==> src/hw/rtl/dqlp_pkg.sv <==
// Package for the DNS question-name label parser.
// Holds the transaction types, status codes and constants shared by all modules.
// No dependencies.
`timescale 1ns / 1ps
`default_nettype none

package dqlp_pkg;

  localparam int DQLP_MAX_NAME = 256;
  localparam int CAP_W         = 9;
  localparam logic [CAP_W-1:0] CAP_RESET = 9'd256;

  localparam logic [7:0] CHAR_DOT = 8'h2E;
  localparam logic [1:0] PTR_MARK = 2'b11;

  typedef enum logic [1:0] {
    ST_OK       = 2'd0,
    ST_INVALID  = 2'd1,
    ST_COMPRESS = 2'd2
  } status_t;

  typedef struct packed {
    logic [15:0] data_length;
    logic        start_req;
    logic [7:0]  data_byte;
  } in_item_t;

  typedef struct packed {
    logic [7:0] name_length;
    status_t    status;
    logic       done_res;
    logic [7:0] out_char;
    logic       char_valid;
  } out_item_t;

endpackage

`default_nettype wire

==> src/hw/rtl/dqlp_in_reg.sv <==
// Input register stage of the DNS question-name label parser.
// Captures one input transaction and holds it until the decoder consumes it.
// Depends on dqlp_pkg.
`timescale 1ns / 1ps
`default_nettype none

module dqlp_in_reg
  import dqlp_pkg::*;
(
  input  wire logic        clk,
  input  wire logic        rst,
  input  wire logic        s_tvalid,
  output logic             s_tready,
  input  wire logic [23:0] s_tdata,
  input  wire logic [0:0]  s_tuser,
  input  wire logic        advance,
  output logic             item_valid,
  output in_item_t         item
);

  assign s_tready = !item_valid || advance;

  always_ff @(posedge clk) begin
    if (rst) begin
      item_valid <= 1'b0;
    end else if (s_tvalid && s_tready) begin
      item_valid <= 1'b1;
    end else if (advance) begin
      item_valid <= 1'b0;
    end
  end

  always_ff @(posedge clk) begin
    if (s_tvalid && s_tready) begin
      item.data_byte   <= s_tdata[7:0];
      item.data_length <= s_tdata[23:8];
      item.start_req   <= s_tuser[0];
    end
  end

endmodule

`default_nettype wire

==> src/hw/rtl/dqlp_core.sv <==
// Label decoder of the DNS question-name label parser.
// Holds the parse state and the capacity register and decodes one byte per cycle unless a held result stalls it.
// Depends on dqlp_pkg.
`timescale 1ns / 1ps
`default_nettype none

module dqlp_core
  import dqlp_pkg::*;
#(
  parameter int MAX_NAME = DQLP_MAX_NAME
) (
  input  wire logic             clk,
  input  wire logic             rst,
  input  wire logic             cfg_wen,
  input  wire logic [CAP_W-1:0] cfg_wdata,
  input  wire logic             item_valid,
  input  wire in_item_t         item,
  input  wire logic             out_free,
  output logic                  advance,
  output logic                  res_valid,
  output out_item_t             res
);

  localparam int NPW = $clog2(MAX_NAME + 1);
  localparam int SW  = ((NPW > CAP_W) ? NPW : CAP_W) + 2;
  localparam int BW  = 17;

  typedef enum logic [2:0] {
    PH_IDLE  = 3'b001,
    PH_LEN   = 3'b010,
    PH_LABEL = 3'b100
  } phase_t;

  logic [CAP_W-1:0] name_capacity;
  phase_t           phase, phase_next, phase_eff;
  logic [7:0]       label_remaining, label_remaining_next, label_remaining_eff;
  logic [NPW-1:0]   name_position, name_position_next, name_position_eff;
  logic [15:0]      byte_position, byte_position_next, byte_position_eff;
  logic [15:0]      saved_length, saved_length_next, saved_length_eff;
  logic             first_label, first_label_next, first_label_eff;

  logic [SW-1:0]    cap;
  logic [SW-1:0]    np_ext;
  logic [SW-1:0]    np_inc;
  logic [SW-1:0]    np_need;
  logic [BW-1:0]    bp_inc;
  logic [BW-1:0]    bp_need;
  logic [SW-1:0]    len_ext;
  logic             has_result;
  logic             char_valid;
  logic [7:0]       out_char;
  logic             done_res;
  status_t          status;

  always_comb begin
    if (SW'(name_capacity) > SW'(MAX_NAME)) begin
      cap = SW'(MAX_NAME);
    end else begin
      cap = SW'(name_capacity);
    end
  end

  always_comb begin
    if (item.start_req) begin
      phase_eff           = PH_LEN;
      label_remaining_eff = '0;
      name_position_eff   = '0;
      byte_position_eff   = '0;
      saved_length_eff    = item.data_length;
      first_label_eff     = 1'b1;
    end else begin
      phase_eff           = phase;
      label_remaining_eff = label_remaining;
      name_position_eff   = name_position;
      byte_position_eff   = byte_position;
      saved_length_eff    = saved_length;
      first_label_eff     = first_label;
    end

    np_ext  = SW'(name_position_eff);
    np_inc  = np_ext + SW'(1);
    np_need = np_ext + SW'(item.data_byte) + SW'(1);
    bp_inc  = BW'(byte_position_eff) + BW'(1);
    bp_need = bp_inc + BW'(item.data_byte);

    phase_next           = phase_eff;
    label_remaining_next = label_remaining_eff;
    name_position_next   = name_position_eff;
    byte_position_next   = byte_position_eff;
    saved_length_next    = saved_length_eff;
    first_label_next     = first_label_eff;

    has_result = 1'b0;
    char_valid = 1'b0;
    out_char   = '0;
    done_res   = 1'b0;
    status     = ST_OK;

    if (item.start_req && (item.data_length == '0 || cap == '0)) begin
      has_result = 1'b1;
      done_res   = 1'b1;
      status     = ST_INVALID;
    end else if (item.start_req && cap == SW'(1)) begin
      has_result = 1'b1;
      done_res   = 1'b1;
    end else begin
      unique case (phase_eff)
        PH_LEN: begin
          byte_position_next = bp_inc[15:0];
          if (item.data_byte == '0) begin
            has_result = 1'b1;
            done_res   = 1'b1;
          end else if (item.data_byte[7:6] == PTR_MARK) begin
            has_result = 1'b1;
            done_res   = 1'b1;
            status     = ST_COMPRESS;
          end else if (bp_need > BW'(saved_length_eff) || np_need >= cap) begin
            has_result = 1'b1;
            done_res   = 1'b1;
            status     = ST_INVALID;
          end else begin
            label_remaining_next = item.data_byte;
            phase_next           = PH_LABEL;
            if (!first_label_eff) begin
              name_position_next = np_inc[NPW-1:0];
              has_result         = 1'b1;
              char_valid         = 1'b1;
              out_char           = CHAR_DOT;
            end else begin
              first_label_next = 1'b0;
            end
          end
        end
        PH_LABEL: begin
          byte_position_next = bp_inc[15:0];
          name_position_next = np_inc[NPW-1:0];
          has_result         = 1'b1;
          char_valid         = 1'b1;
          out_char           = item.data_byte;
          if (label_remaining_eff != '0) begin
            label_remaining_next = label_remaining_eff - 8'd1;
          end
          if (label_remaining_eff <= 8'd1) begin
            phase_next = PH_LEN;
            if (bp_inc >= BW'(saved_length_eff) || (np_inc + SW'(1)) >= cap) begin
              done_res = 1'b1;
            end
          end
        end
        PH_IDLE: begin
          has_result = 1'b0;
        end
        default: begin
          has_result = 1'b0;
        end
      endcase
    end

    if (done_res) begin
      phase_next = PH_IDLE;
    end
  end

  assign len_ext   = SW'(name_position_next);
  assign advance   = item_valid && (out_free || !has_result);
  assign res_valid = advance && has_result;

  always_comb begin
    res.char_valid  = char_valid;
    res.out_char    = out_char;
    res.done_res    = done_res;
    res.status      = status;
    res.name_length = '0;
    if (done_res && status == ST_OK) begin
      if (len_ext > SW'(255)) begin
        res.name_length = 8'd255;
      end else begin
        res.name_length = len_ext[7:0];
      end
    end
  end

  always_ff @(posedge clk) begin
    if (rst) begin
      name_capacity <= CAP_RESET;
    end else if (cfg_wen) begin
      name_capacity <= cfg_wdata;
    end
  end

  always_ff @(posedge clk) begin
    if (rst) begin
      phase           <= PH_IDLE;
      label_remaining <= '0;
      name_position   <= '0;
      byte_position   <= '0;
      saved_length    <= '0;
      first_label     <= 1'b1;
    end else if (advance) begin
      phase           <= phase_next;
      label_remaining <= label_remaining_next;
      name_position   <= name_position_next;
      byte_position   <= byte_position_next;
      saved_length    <= saved_length_next;
      first_label     <= first_label_next;
    end
  end

endmodule

`default_nettype wire

==> src/hw/rtl/dqlp_out_reg.sv <==
// Output register stage of the DNS question-name label parser.
// Holds one result transaction until the downstream side takes it.
// Depends on dqlp_pkg.
`timescale 1ns / 1ps
`default_nettype none

module dqlp_out_reg
  import dqlp_pkg::*;
(
  input  wire logic        clk,
  input  wire logic        rst,
  input  wire logic        load,
  input  wire out_item_t   res,
  output logic             out_free,
  output logic             m_tvalid,
  input  wire logic        m_tready,
  output logic [15:0]      m_tdata,
  output logic             m_tlast,
  output logic [2:0]       m_tuser
);

  out_item_t held;

  assign out_free = !m_tvalid || m_tready;

  always_ff @(posedge clk) begin
    if (rst) begin
      m_tvalid <= 1'b0;
    end else if (load) begin
      m_tvalid <= 1'b1;
    end else if (m_tready) begin
      m_tvalid <= 1'b0;
    end
  end

  always_ff @(posedge clk) begin
    if (load) begin
      held <= res;
    end
  end

  assign m_tdata = {held.name_length, held.out_char};
  assign m_tlast = held.done_res;
  assign m_tuser = {held.status, held.char_valid};

endmodule

`default_nettype wire

==> src/hw/rtl/dns_qname_label_parser_top.sv <==
// Top level of the DNS question-name label parser.
// Instantiates dqlp_in_reg, dqlp_core and dqlp_out_reg; depends on dqlp_pkg.
//
// Channel   Dir  Signals                      Contents (lowest bit first)
// s_*       in   tvalid tready tdata tuser    tdata: data_byte, data_length; tuser: start_req
// m_*       out  tvalid tready tdata tlast    tdata: out_char, name_length; tlast: done_res
//                tuser                        tuser: char_valid, status
// cfg_*     in   wen wdata                    wdata: name_capacity
//
// One byte is decoded per cycle unless a held result stalls it; its result is shown on m_* from the output register.
// The input register feeds the decoder, which writes the output register in one pass.
// Reset clears the parse state to idle and sets the capacity register to 256.
// A held result stalls only bytes that produce a result; others drain through.
`timescale 1ns / 1ps
`default_nettype none

module dns_qname_label_parser_top
  import dqlp_pkg::*;
#(
  parameter int MAX_NAME = DQLP_MAX_NAME
) (
  input  wire logic             clk,
  input  wire logic             rst,
  input  wire logic             s_tvalid,
  output logic                  s_tready,
  input  wire logic [23:0]      s_tdata,   // data_byte, data_length
  input  wire logic [0:0]       s_tuser,   // start_req
  output logic                  m_tvalid,
  input  wire logic             m_tready,
  output logic [15:0]           m_tdata,   // out_char, name_length
  output logic                  m_tlast,
  output logic [2:0]            m_tuser,   // char_valid, status
  input  wire logic             cfg_wen,
  input  wire logic [CAP_W-1:0] cfg_wdata
);

  logic      advance;
  logic      item_valid;
  in_item_t  item;
  logic      out_free;
  logic      res_valid;
  out_item_t res;

  dqlp_in_reg u_in_reg (
    .clk        (clk),
    .rst        (rst),
    .s_tvalid   (s_tvalid),
    .s_tready   (s_tready),
    .s_tdata    (s_tdata),
    .s_tuser    (s_tuser),
    .advance    (advance),
    .item_valid (item_valid),
    .item       (item)
  );

  dqlp_core #(
    .MAX_NAME (MAX_NAME)
  ) u_core (
    .clk        (clk),
    .rst        (rst),
    .cfg_wen    (cfg_wen),
    .cfg_wdata  (cfg_wdata),
    .item_valid (item_valid),
    .item       (item),
    .out_free   (out_free),
    .advance    (advance),
    .res_valid  (res_valid),
    .res        (res)
  );

  dqlp_out_reg u_out_reg (
    .clk      (clk),
    .rst      (rst),
    .load     (res_valid),
    .res      (res),
    .out_free (out_free),
    .m_tvalid (m_tvalid),
    .m_tready (m_tready),
    .m_tdata  (m_tdata),
    .m_tlast  (m_tlast),
    .m_tuser  (m_tuser)
  );

endmodule

`default_nettype wire

==> config.mk <==
export PLATFORM = sky130hd
export DESIGN_NAME = dns_qname_label_parser_top
export DESIGN_NICKNAME = d
export VERILOG_FILES = /design/src/hw/rtl/dqlp_pkg.sv /design/src/hw/rtl/dqlp_in_reg.sv /design/src/hw/rtl/dqlp_core.sv /design/src/hw/rtl/dqlp_out_reg.sv /design/src/hw/rtl/dns_qname_label_parser_top.sv
export SDC_FILE = /design/constraint.sdc
export NUM_CORES = 1
export LEC_CHECK = 0
export BUFFER_PORTS_ARGS = -buffer_cell sky130_fd_sc_hd__buf_4
export CAP_MARGIN = 20
export CORE_ASPECT_RATIO = 0.6
export CORE_MARGIN = 2
export CORE_UTILIZATION = 35
export CTS_BUF_LIST = sky130_fd_sc_hd__clkbuf_4
export DETAILED_ROUTE_END_ITERATION = 10
export HOLD_SLACK_MARGIN = 0.05
export MAX_ROUTING_LAYER = met4
export PLACE_DENSITY_LB_ADDON = 0.3
export SETUP_SLACK_MARGIN = 0.5
export SLEW_MARGIN = 40
export SYNTH_ARGS = -nofsm -noshare
export SYNTH_HDL_FRONTEND = slang
export SYNTH_SLANG_ARGS = --single-unit
==> constraint.sdc <==
create_clock -name clk -period 10.9 [get_ports clk]
set_input_delay 1.635 -clock clk [delete_from_list [all_inputs] [get_ports clk]]
set_output_delay 1.635 -clock clk [all_outputs]
set_load 0.05 [all_outputs]
==> results of run 1 <==
==> per-stage QoR <==
| stage | utilization | hold slack, ns | total power [uW] | cells | setup slack, ns |
|---|---|---|---|---|---|
| 2_1_floorplan | - | 0.438 | 588 | 868 | 3.61 |
| 3_3_place_gp | 0.391 | 0.484 | 646 | 1204 | 3.88 |
| 3_5_place_dp | 0.392 | 0.482 | 648 | 1204 | 3.73 |
| 4_1_cts | 0.398 | 0.503 | 856 | 1220 | 3.07 |
| 5_1_grt | 0.398 | 0.531 | 892 | 1220 | 2.55 |
| 6_report | 0.398 | 0.502 | 851 | 1220 | 3.04 |
==> layer usage <==
metal,GRT usage,routed length [um],up-vias,share of wire
li1,-,-,3363,-
met1,0.357,13200,3332,0.53
met2,0.262,9160,319,0.37
met3,0.0464,2290,24,0.092
met4,0.0434,278,0,0.011
met5,-,0,-,0
==> layout make-up <==
| type | instances | area [um2] |
|---|---|---|
| Sequential cell | 109 | 2630 |
| Clock buffer | 9 | 67.6 |
| Timing Repair Buffer | 68 | 510 |
| Multi-Input combinational cell | 688 | 5040 |
| Tap cell | 308 | 385 |
| Fill cell | 2224 | 13400 |
| Inverter | 31 | 116 |
| Clock inverter | 7 | 62.6 |
==> critical path: stages, from the launching register on <==
cell and delay [ns]:
edfxtp_1 0.42, buf_4 0.30, inv_2 0.45, nand2_1 0.21, ha_1 0.26, a21o_1 0.19
a21oi_1 0.23, o21bai_1 0.10, a21o_1 0.20, a21oi_1 0.18, o21bai_1 0.09, xor2_1 0.20
ha_1 0.30, o21ai_0 0.18, nor2_1 0.07, a2111oi_0 0.53, o311ai_1 0.24, a221oi_4 0.41
nand3_4 0.18, o31a_1 0.32, o211ai_1 0.35, buf_4 0.27
==> logic make-up after synthesis <==
kind of cell    count (synthesis)
simple gates                  302
xor+xnor                       51
flops                         109
compound gates                225
mux                            34
buf+inv                        71
fa+ha+maj                      76
==> worst min-delay path by stage <==
stage	to	slack, ns	from	cells after the start
after detailed placement	u_core.label_remaining[7]	0.48	u_core.label_remaining[7]	1
after global placement	u_core.label_remaining[7]	0.48	u_core.label_remaining[7]	1
after CTS	u_core.label_remaining[7]	0.50	u_core.label_remaining[7]	1
final	u_core.label_remaining[7]	0.50	u_core.label_remaining[7]	1
after global routing	u_core.label_remaining[0]	0.53	u_core.label_remaining[0]	1
after floorplan	u_core.name_position[1]	0.44	u_core.name_position[1]	2
==> power by group through the flow <==
stage / combinational, uW / clock, uW / sequential (uW)
floorplan: 119 / 0 / 469
global placement: 177 / 0 / 469
detailed placement: 179 / 0 / 469
CTS: 180 / 216 / 460
global route: 200 / 229 / 463
finish: 183 / 207 / 461
==> cells in the mapped netlist (5+ instances only) <==
cell type | n | share of area
or3_1 | 6 | 0.0047
a22o_1 | 12 | 0.013
buf_2 | 15 | 0.0094
o211ai_1 | 9 | 0.0085
nor3_1 | 19 | 0.012
and4_1 | 6 | 0.0066
a31oi_1 | 5 | 0.0039
nand4_1 | 17 | 0.013
ha_1 | 74 | 0.12
clkbuf_1 | 17 | 0.0080
edfxtp_1 | 45 | 0.17
o31ai_1 | 9 | 0.0085
xnor2_1 | 28 | 0.031
xor2_1 | 23 | 0.025
and3_1 | 7 | 0.0055
a2111oi_0 | 5 | 0.0055
and2_1 | 10 | 0.0078
a21o_1 | 5 | 0.0047
a21oi_1 | 67 | 0.042
a211oi_2 | 15 | 0.024
mux2i_1 | 28 | 0.035
nor2b_1 | 13 | 0.010
nand3_1 | 32 | 0.020
dfxtp_1 | 64 | 0.16
nor4_1 | 14 | 0.011
nor2_1 | 82 | 0.039
nand2b_1 | 7 | 0.0055
o21ai_0 | 28 | 0.018
nand2_1 | 62 | 0.029
a211oi_1 | 12 | 0.011
o21a_1 | 5 | 0.0047
inv_1 | 29 | 0.014
o311ai_1 | 6 | 0.0066
==> registers in the layout, indices dropped and copies added, names as in the netlist <==
name,cells
u_core.byte_position,16
u_out_reg.m_tdata,16
u_out_reg.m_tlast,1
u_in_reg.item,25
u_in_reg.item_valid,1
u_core.name_position,9
u_core.label_remaining,8
u_out_reg.m_tvalid,1
u_core.name_capacity,9
u_out_reg.m_tuser,3
u_core.first_label,1
u_core.saved_length,16
u_core.phase,3
==> layout by cell type, fill, tap and decap left out, types with 28 or more instances in the layout <==
| cell type | instances |
|---|---|
| nor2_1 | 81 |
| ha_1 | 74 |
| buf_4 | 68 |
| a21oi_1 | 67 |
| dfxtp_1 | 64 |
| nand2_1 | 62 |
| edfxtp_1 | 45 |
| nand3_1 | 32 |
| inv_1 | 29 |
| o21ai_0 | 28 |
| xnor2_1 | 28 |
| mux2i_1 | 28 |
==> results.toml, run 1 <==
[outcome]
status = "complete, no violations"

[clocking]
cts_tree = "built"
ctsHoldBuffers = 0
clkSinkCount = 109
cts-root-buf = "clkbuf_4"
htree_levels = 3
clk_latency_ns = 0.54
clock_path_buffers = 2
clkSlewWorstSetupHoldPaths_ns = 0.18
postCtsSetupRepairBufs = 0
numCtsBuffers = 9
cts.repair.resized = 0

[worst_setup_path]
endpoint_kind = "output pin"
rrSetupSlack_ns = 4.59
cp-startpoint = "u_in_reg.item[8]"
critPathRequiredTime_ns = 9.27
crit_fanout = 34
cp-start-kind = "register"
r2r_end = "u_in_reg.item[2]"
worst_r2r_path_depth = 22
crit_arrival_ns = 6.23
endpoint = "s_tready"
critPathKind = "reg2out"
r2r_start = "u_in_reg.item[8]"

[grt]
antenna_found_initial = 1
grt_max_degree = 50
grt_usage = 0.219
grt_pass1_wl_um = 38300
grt_pass1_vias = 6401
grt-ovfl-total = 0

[sta]
rsz0062_at_grt = "false"
hold_violations = 0
fin_setup_tns_ns = 0
relSlewSlack = 0.432
fmaxAchievable_mhz = 127
fin_skew_ns = 0.0193
setup_violations = 0
period_share = 0.722
worst_pin_slew_ns = 0.843
final_max_slew_viol_count = 0
period_minus_slack_ns = 7.86

[placement]
io_buffers = 60
globalplace.congestion = 0.934
place_area_mm2 = 0.00869
detailed_place_hpwl_um = 18700

[yosys]
synth-compound-area-share = 0.207
yosys.area_share.simple = 0.203
synthesis.instances = 868
synth-edff-count = 45
synth_top_family_by_area = "compound AO/OA/AOI/OAI gates"
syn_area_mm2 = 0.00797
muxShareOfSynthArea = 0.0439
synth-xor-area-share = 0.0560
yosysSeqAreaShare = 0.330
yosys_warnings = 0
synthFlopType = "dfxtp_1"
ys_ff_latch = 109
ys_types = 89
synth_fa_ha_area_frac = 0.121
async_flop_share = 0
synth_nets = 983
avgSynthCellArea_um2 = 9.19

[floorplanning]
ioPinCount = 61
dieArea_mm2 = 0.0240
core_area_mm2 = 0.0222
chipWidth_um = 199
row_count = 42
start_util = 0.360
chipHeight_um = 121

[job]
maxCapViolations = 0

[cells_and_area]
fin_nets = 1022
drive_gt1_frac = 0.137
area_growth_pct = 10.6
diodes = 0
finalInstanceArea_mm2 = 0.00882

[route]
avgViaCountPerCell = 5.77
drt_first_pass_iters = 6
drt_iter0_markers = 793
drc_errors = 0
drtAntennaViolNets = 0
wl_per_cell_um = 20.4
wl_um = 24900
vias = 7038

[power_and_ir_drop]
p_clk_frac = 0.243
powerDensity_mw_per_mm2 = 96.5
power.leakage_uw = 0.00343
p_int_uw = 561
swShare = 0.340
seqPwrFrac = 0.542
p_comb_frac = 0.215
peakVddDrop_v = 0.0000798
power_switching_uw = 289

[hold_path]
hold_path_class = "reg2reg"
Note: power is estimated with default switching activity, not from simulation.
==> run 2, diff against run 1 <==
Clock period 10.9 ns to 6.4 ns, I/O delays scaled along.
==> results.toml, run 2 (synthesis results as in run 1) <==
[sta]
hold_violations = 0
rsz0062_at_grt = "true"
period_share = 0.958
relSlewSlack = 0.527
fin_setup_tns_ns = 0
period_minus_slack_ns = 6.13
setup_ws_ns = 0.268
fin_skew_ns = 0.0451
setup_violations = 0
worst_pin_slew_ns = 0.704
final_max_slew_viol_count = 0
fmaxAchievable_mhz = 163

[grt]
grt_pass1_wl_um = 40700
grt-ovfl-total = 0
grt_max_degree = 50
grt_pass1_vias = 6704
grt_usage = 0.233
antenna_found_initial = 1

[placement]
detailed_place_hpwl_um = 19100
place_area_mm2 = 0.00883
post-place-ws_ns = 0.493
globalplace.congestion = 0.937
io_buffers = 60

[power_and_ir_drop]
power_switching_uw = 530
swShare = 0.346
powerDensity_mw_per_mm2 = 155
seqPwrFrac = 0.513
p_comb_frac = 0.250
p_int_uw = 1000
peakVddDrop_v = 0.0000993
p_clk_frac = 0.237
power.total_uw = 1530
power.leakage_uw = 0.00386

[worst_setup_path]
endpoint_kind = "output pin"
critPathKind = "reg2out"
critPathRequiredTime_ns = 5.44
cp-start-kind = "register"
crit_arrival_ns = 5.17
crit_fanout = 7

[cells_and_area]
mostFrequentLayoutCell = "buf_4"
largest_register_ff_count = 25
top_register = "u_in_reg.item"
fin_util = 0.447
fin_nets = 1074
finalInstanceArea_mm2 = 0.00991
final_cell_mix = "buf_4, nor2_1, ha_1, a21oi_1, dfxtp_1"
area_growth_pct = 24.3
drive_gt1_frac = 0.277
fillCellCount = 2178

[clocking]
cts-root-buf = "clkbuf_4"
htree_levels = 3
numCtsBuffers = 9
clkSinkCount = 109
ctsHoldBuffers = 0
clkSlewWorstSetupHoldPaths_ns = 0.17
cts_tree = "built"
clk_latency_ns = 0.58
clock_path_buffers = 2

[route]
wl_um = 27100
drt_first_pass_iters = 7
drc_errors = 0
avgViaCountPerCell = 5.88
wl_per_cell_um = 21.3
vias = 7488
drtAntennaViolNets = 0
drt_iter0_markers = 974

[floorplanning]
start_util = 0.360
chipHeight_um = 121
core_area_mm2 = 0.0222
chipWidth_um = 199
ioPinCount = 61
row_count = 42
dieArea_mm2 = 0.0240

[hold_path]
hold_path_class = "reg2reg"

[job]
maxCapViolations = 0

[outcome]
status = "complete, no violations"
-- run 2: worst paths after layout --
check | cells after the start | start | slack [ns] | to
worst max-delay path | 21 | u_core.byte_position[0] | 0.27 | s_tready
worst min-delay path | 1 | u_core.label_remaining[0] | 0.50 | u_core.label_remaining[0]
worst max register to register | 23 | u_core.byte_position[0] | 0.97 | u_core.byte_position[0]
worst min register to register | 1 | u_core.label_remaining[0] | 0.50 | u_core.label_remaining[0]
-- run 2: metrics by stage --
step / hold slack (ns) / instances
finish: 0.504 / 1273
CTS: 0.496 / 1256
floorplan: 0.438 / 868
global placement: 0.455 / 1208
detailed placement: 0.461 / 1209
global route: 0.520 / 1273
-- run 2: layer usage --
metal,vias up,GRT usage,share of wire
met5,-,-,0
met2,415,0.270,0.36
met4,0,0.0420,0.013
met1,3554,0.371,0.51
met3,52,0.0764,0.12
li1,3467,-,-
-- run 2: layout make-up --
class | instances | area, um2 | share of cell area
antenna | 1 | 2.50 | 0.000252
clock buffer | 10 | 75.1 | 0.00757
clock inverter | 6 | 55.1 | 0.00555
inverter | 31 | 129 | 0.0130
multi-input combinational | 688 | 5590 | 0.564
sequential | 109 | 2650 | 0.267
tap | 308 | 385 | 0.0389
timing repair buffer | 120 | 1030 | 0.104
-- run 2: timing repair --
| action | in CTS | in global routing |
|---|---|---|
| gates cloned | 3 | 0 |
| buffers inserted | 28 | 16 |
| pin swaps | 27 | 53 |
| endpoints found under the setup margin | 1 | 1 |
| resized for setup | 52 | 61 |
-- run 2: power by group through the flow --
stage               combinational (uW)  clock (uW)  sequential, uW
floorplan                          213           0             798
global placement                   308           0             798
finish                             383         364             786
global route                       411         396             788
CTS                                354         368             783
detailed placement                 313           0             798
-- run 2: worst max-delay path: stages (launching register included) --
cell and delay (ns):
dfxtp_4 0.45, nand3_1 0.10, xor2_1 0.23, nor2_2 0.12
ha_4 0.29, inv_1 0.06, o21bai_1 0.17, a21o_1 0.17
a21oi_2 0.08, o21ai_2 0.16, and2_4 0.20, nand3_4 0.08
xnor2_2 0.15, ha_1 0.29, o21a_1 0.18, o211ai_1 0.27
o311ai_4 0.19, a221oi_4 0.39, nand3_4 0.13, o31a_1 0.34
o211ai_1 0.29, buf_4 0.26
==> run 3, diff against run 2 <==
Settings changed: REMOVE_ABC_BUFFERS from default to 1.
==> results.toml, run 3 (synthesis results as in run 1) <==
[clocking]
htree_levels = 3
clock_path_buffers = 2
clkSlewWorstSetupHoldPaths_ns = 0.17
clk_latency_ns = 0.54
clkSinkCount = 109
ctsHoldBuffers = 0
numCtsBuffers = 9
cts_tree = "built"
cts-root-buf = "clkbuf_4"

[route]
wl_per_cell_um = 21.1
drc_errors = 0
drt_iter0_markers = 886
drt_first_pass_iters = 5
drtAntennaViolNets = 0
avgViaCountPerCell = 5.78
vias = 7332
wl_um = 26700

[cells_and_area]
top_register = "u_in_reg.item"
drive_gt1_frac = 0.245
finalInstanceArea_mm2 = 0.00960
area_growth_pct = 20.4
largest_register_ff_count = 25
mostFrequentLayoutCell = "buf_4"
final_cell_mix = "buf_4, nor2_1, ha_1, a21oi_1, dfxtp_1"
fin_nets = 1069

[grt]
grt_busiest_layer = "met1"
grt_usage = 0.233
grt_pass1_wl_um = 40700
grt_pass1_vias = 6809
met2_usage = 0.281
grt-ovfl-total = 0
met3_usage = 0.0756
grt_max_degree = 50
gr-usage-met1 = 0.363
antenna_found_initial = 1

[floorplanning]
core_area_mm2 = 0.0222
dieArea_mm2 = 0.0240
chipHeight_um = 121
row_count = 42
ioPinCount = 61
start_util = 0.360
chipWidth_um = 199

[sta]
period_share = 0.955
fin_skew_ns = 0.0254
final_max_slew_viol_count = 0
relSlewSlack = 0.499
worst_pin_slew_ns = 0.751
period_minus_slack_ns = 6.11
fin_setup_tns_ns = 0
fmaxAchievable_mhz = 164
hold-worst-slack_ns = 0.507
rsz0062_at_grt = "true"
hold_violations = 0
setup_violations = 0

[placement]
io_buffers = 60
globalplace.congestion = 0.946
detailed_place_hpwl_um = 19600
place_area_mm2 = 0.00878

[power_and_ir_drop]
peakVddDrop_v = 0.000101
powerDensity_mw_per_mm2 = 161
power.leakage_uw = 0.00377
power.total_uw = 1550

[worst_setup_path]
crit_fanout = 5
crit_arrival_ns = 5.15
critPathKind = "reg2out"
endpoint_kind = "output pin"
cp-start-kind = "register"
cp_cell_sequence = "buf_6, buf_4, nor2_4, ha_4, a21o_1, a21oi_2, o21bai_1, a21o_1, a21oi_2, o21ai_2, and2_4, nand3_2, xnor2_1, ha_1, o21a_1, o211ai_1, o311ai_4, a221oi_4, nand3_4, o31a_1, o211ai_1, buf_4"
critPathRequiredTime_ns = 5.44
slowest_stage = "edfxtp_1"
max_stage_delay_ns = 0.45

[hold_path]
hold_path_class = "reg2reg"

[outcome]
status = "complete, no violations"

[job]
maxCapViolations = 0
==> run 3: stage by stage <==
| step | std cells | worst slack [ns] | utilization |
|---|---|---|---|
| after CTS | 1266 | 0.437 | 0.432 |
| after global placement | 1218 | 0.429 | 0.396 |
| final | 1268 | 0.287 | 0.433 |
| after global routing | 1268 | 0.0837 | 0.433 |
| after floorplan | 828 | -1.01 | - |
| after detailed placement | 1218 | 0.337 | 0.396 |
==> run 3: what timing repair did <==
| action | 4_1_cts | 5_1_grt |
|---|---|---|
| buffers inserted | 32 | 1 |
| endpoints found under the setup margin | 4 | 1 |
| pin swaps | 46 | 11 |
| resized for setup | 93 | 5 |
| gates cloned | 0 | 0 |
==> run 3: metal layers <==
metal  part of all wire  up-vias
li1                   -     3445
met1               0.52     3467
met2               0.35      393
met3               0.12       27
met4              0.011        0
met5                  0        -
==> run 3: worst paths after layout <==
path | endpoint | slack, ns | start | cells past startpoint
setup / recovery | s_tready | 0.29 | u_in_reg.item[8] | 22
hold / removal | u_core.label_remaining[0] | 0.51 | u_core.label_remaining[0] | 1
setup reg to reg | u_core.byte_position[4] | 0.81 | u_in_reg.item[8] | 24
hold reg to reg | u_core.label_remaining[0] | 0.51 | u_core.label_remaining[0] | 1
==> run 3: report_power, final <==
part	internal, uW	switching [uW]
clock network	166	240
registers	752	32.0
logic	140	219
total	1060	491
==> run 3: cell type report <==
type	instances	area, um2
Clock inverter	5	75.1
Sequential cell	109	2650
Inverter	31	124
Clock buffer	11	82.6
Tap cell	308	385
Antenna cell	1	2.50
Timing Repair Buffer	115	907
Multi-Input combinational cell	688	5380
Fill cell	2202	12600
==> run 3: worst max-delay path: cells and delay by family (launching register included) <==
kind,cells,cell delay (ns)
xor+xnor,1,0.13
flops,1,0.45
fa+ha+maj,2,0.49
buf+inv,3,0.56
compound gates,12,2.51
simple gates,4,0.47
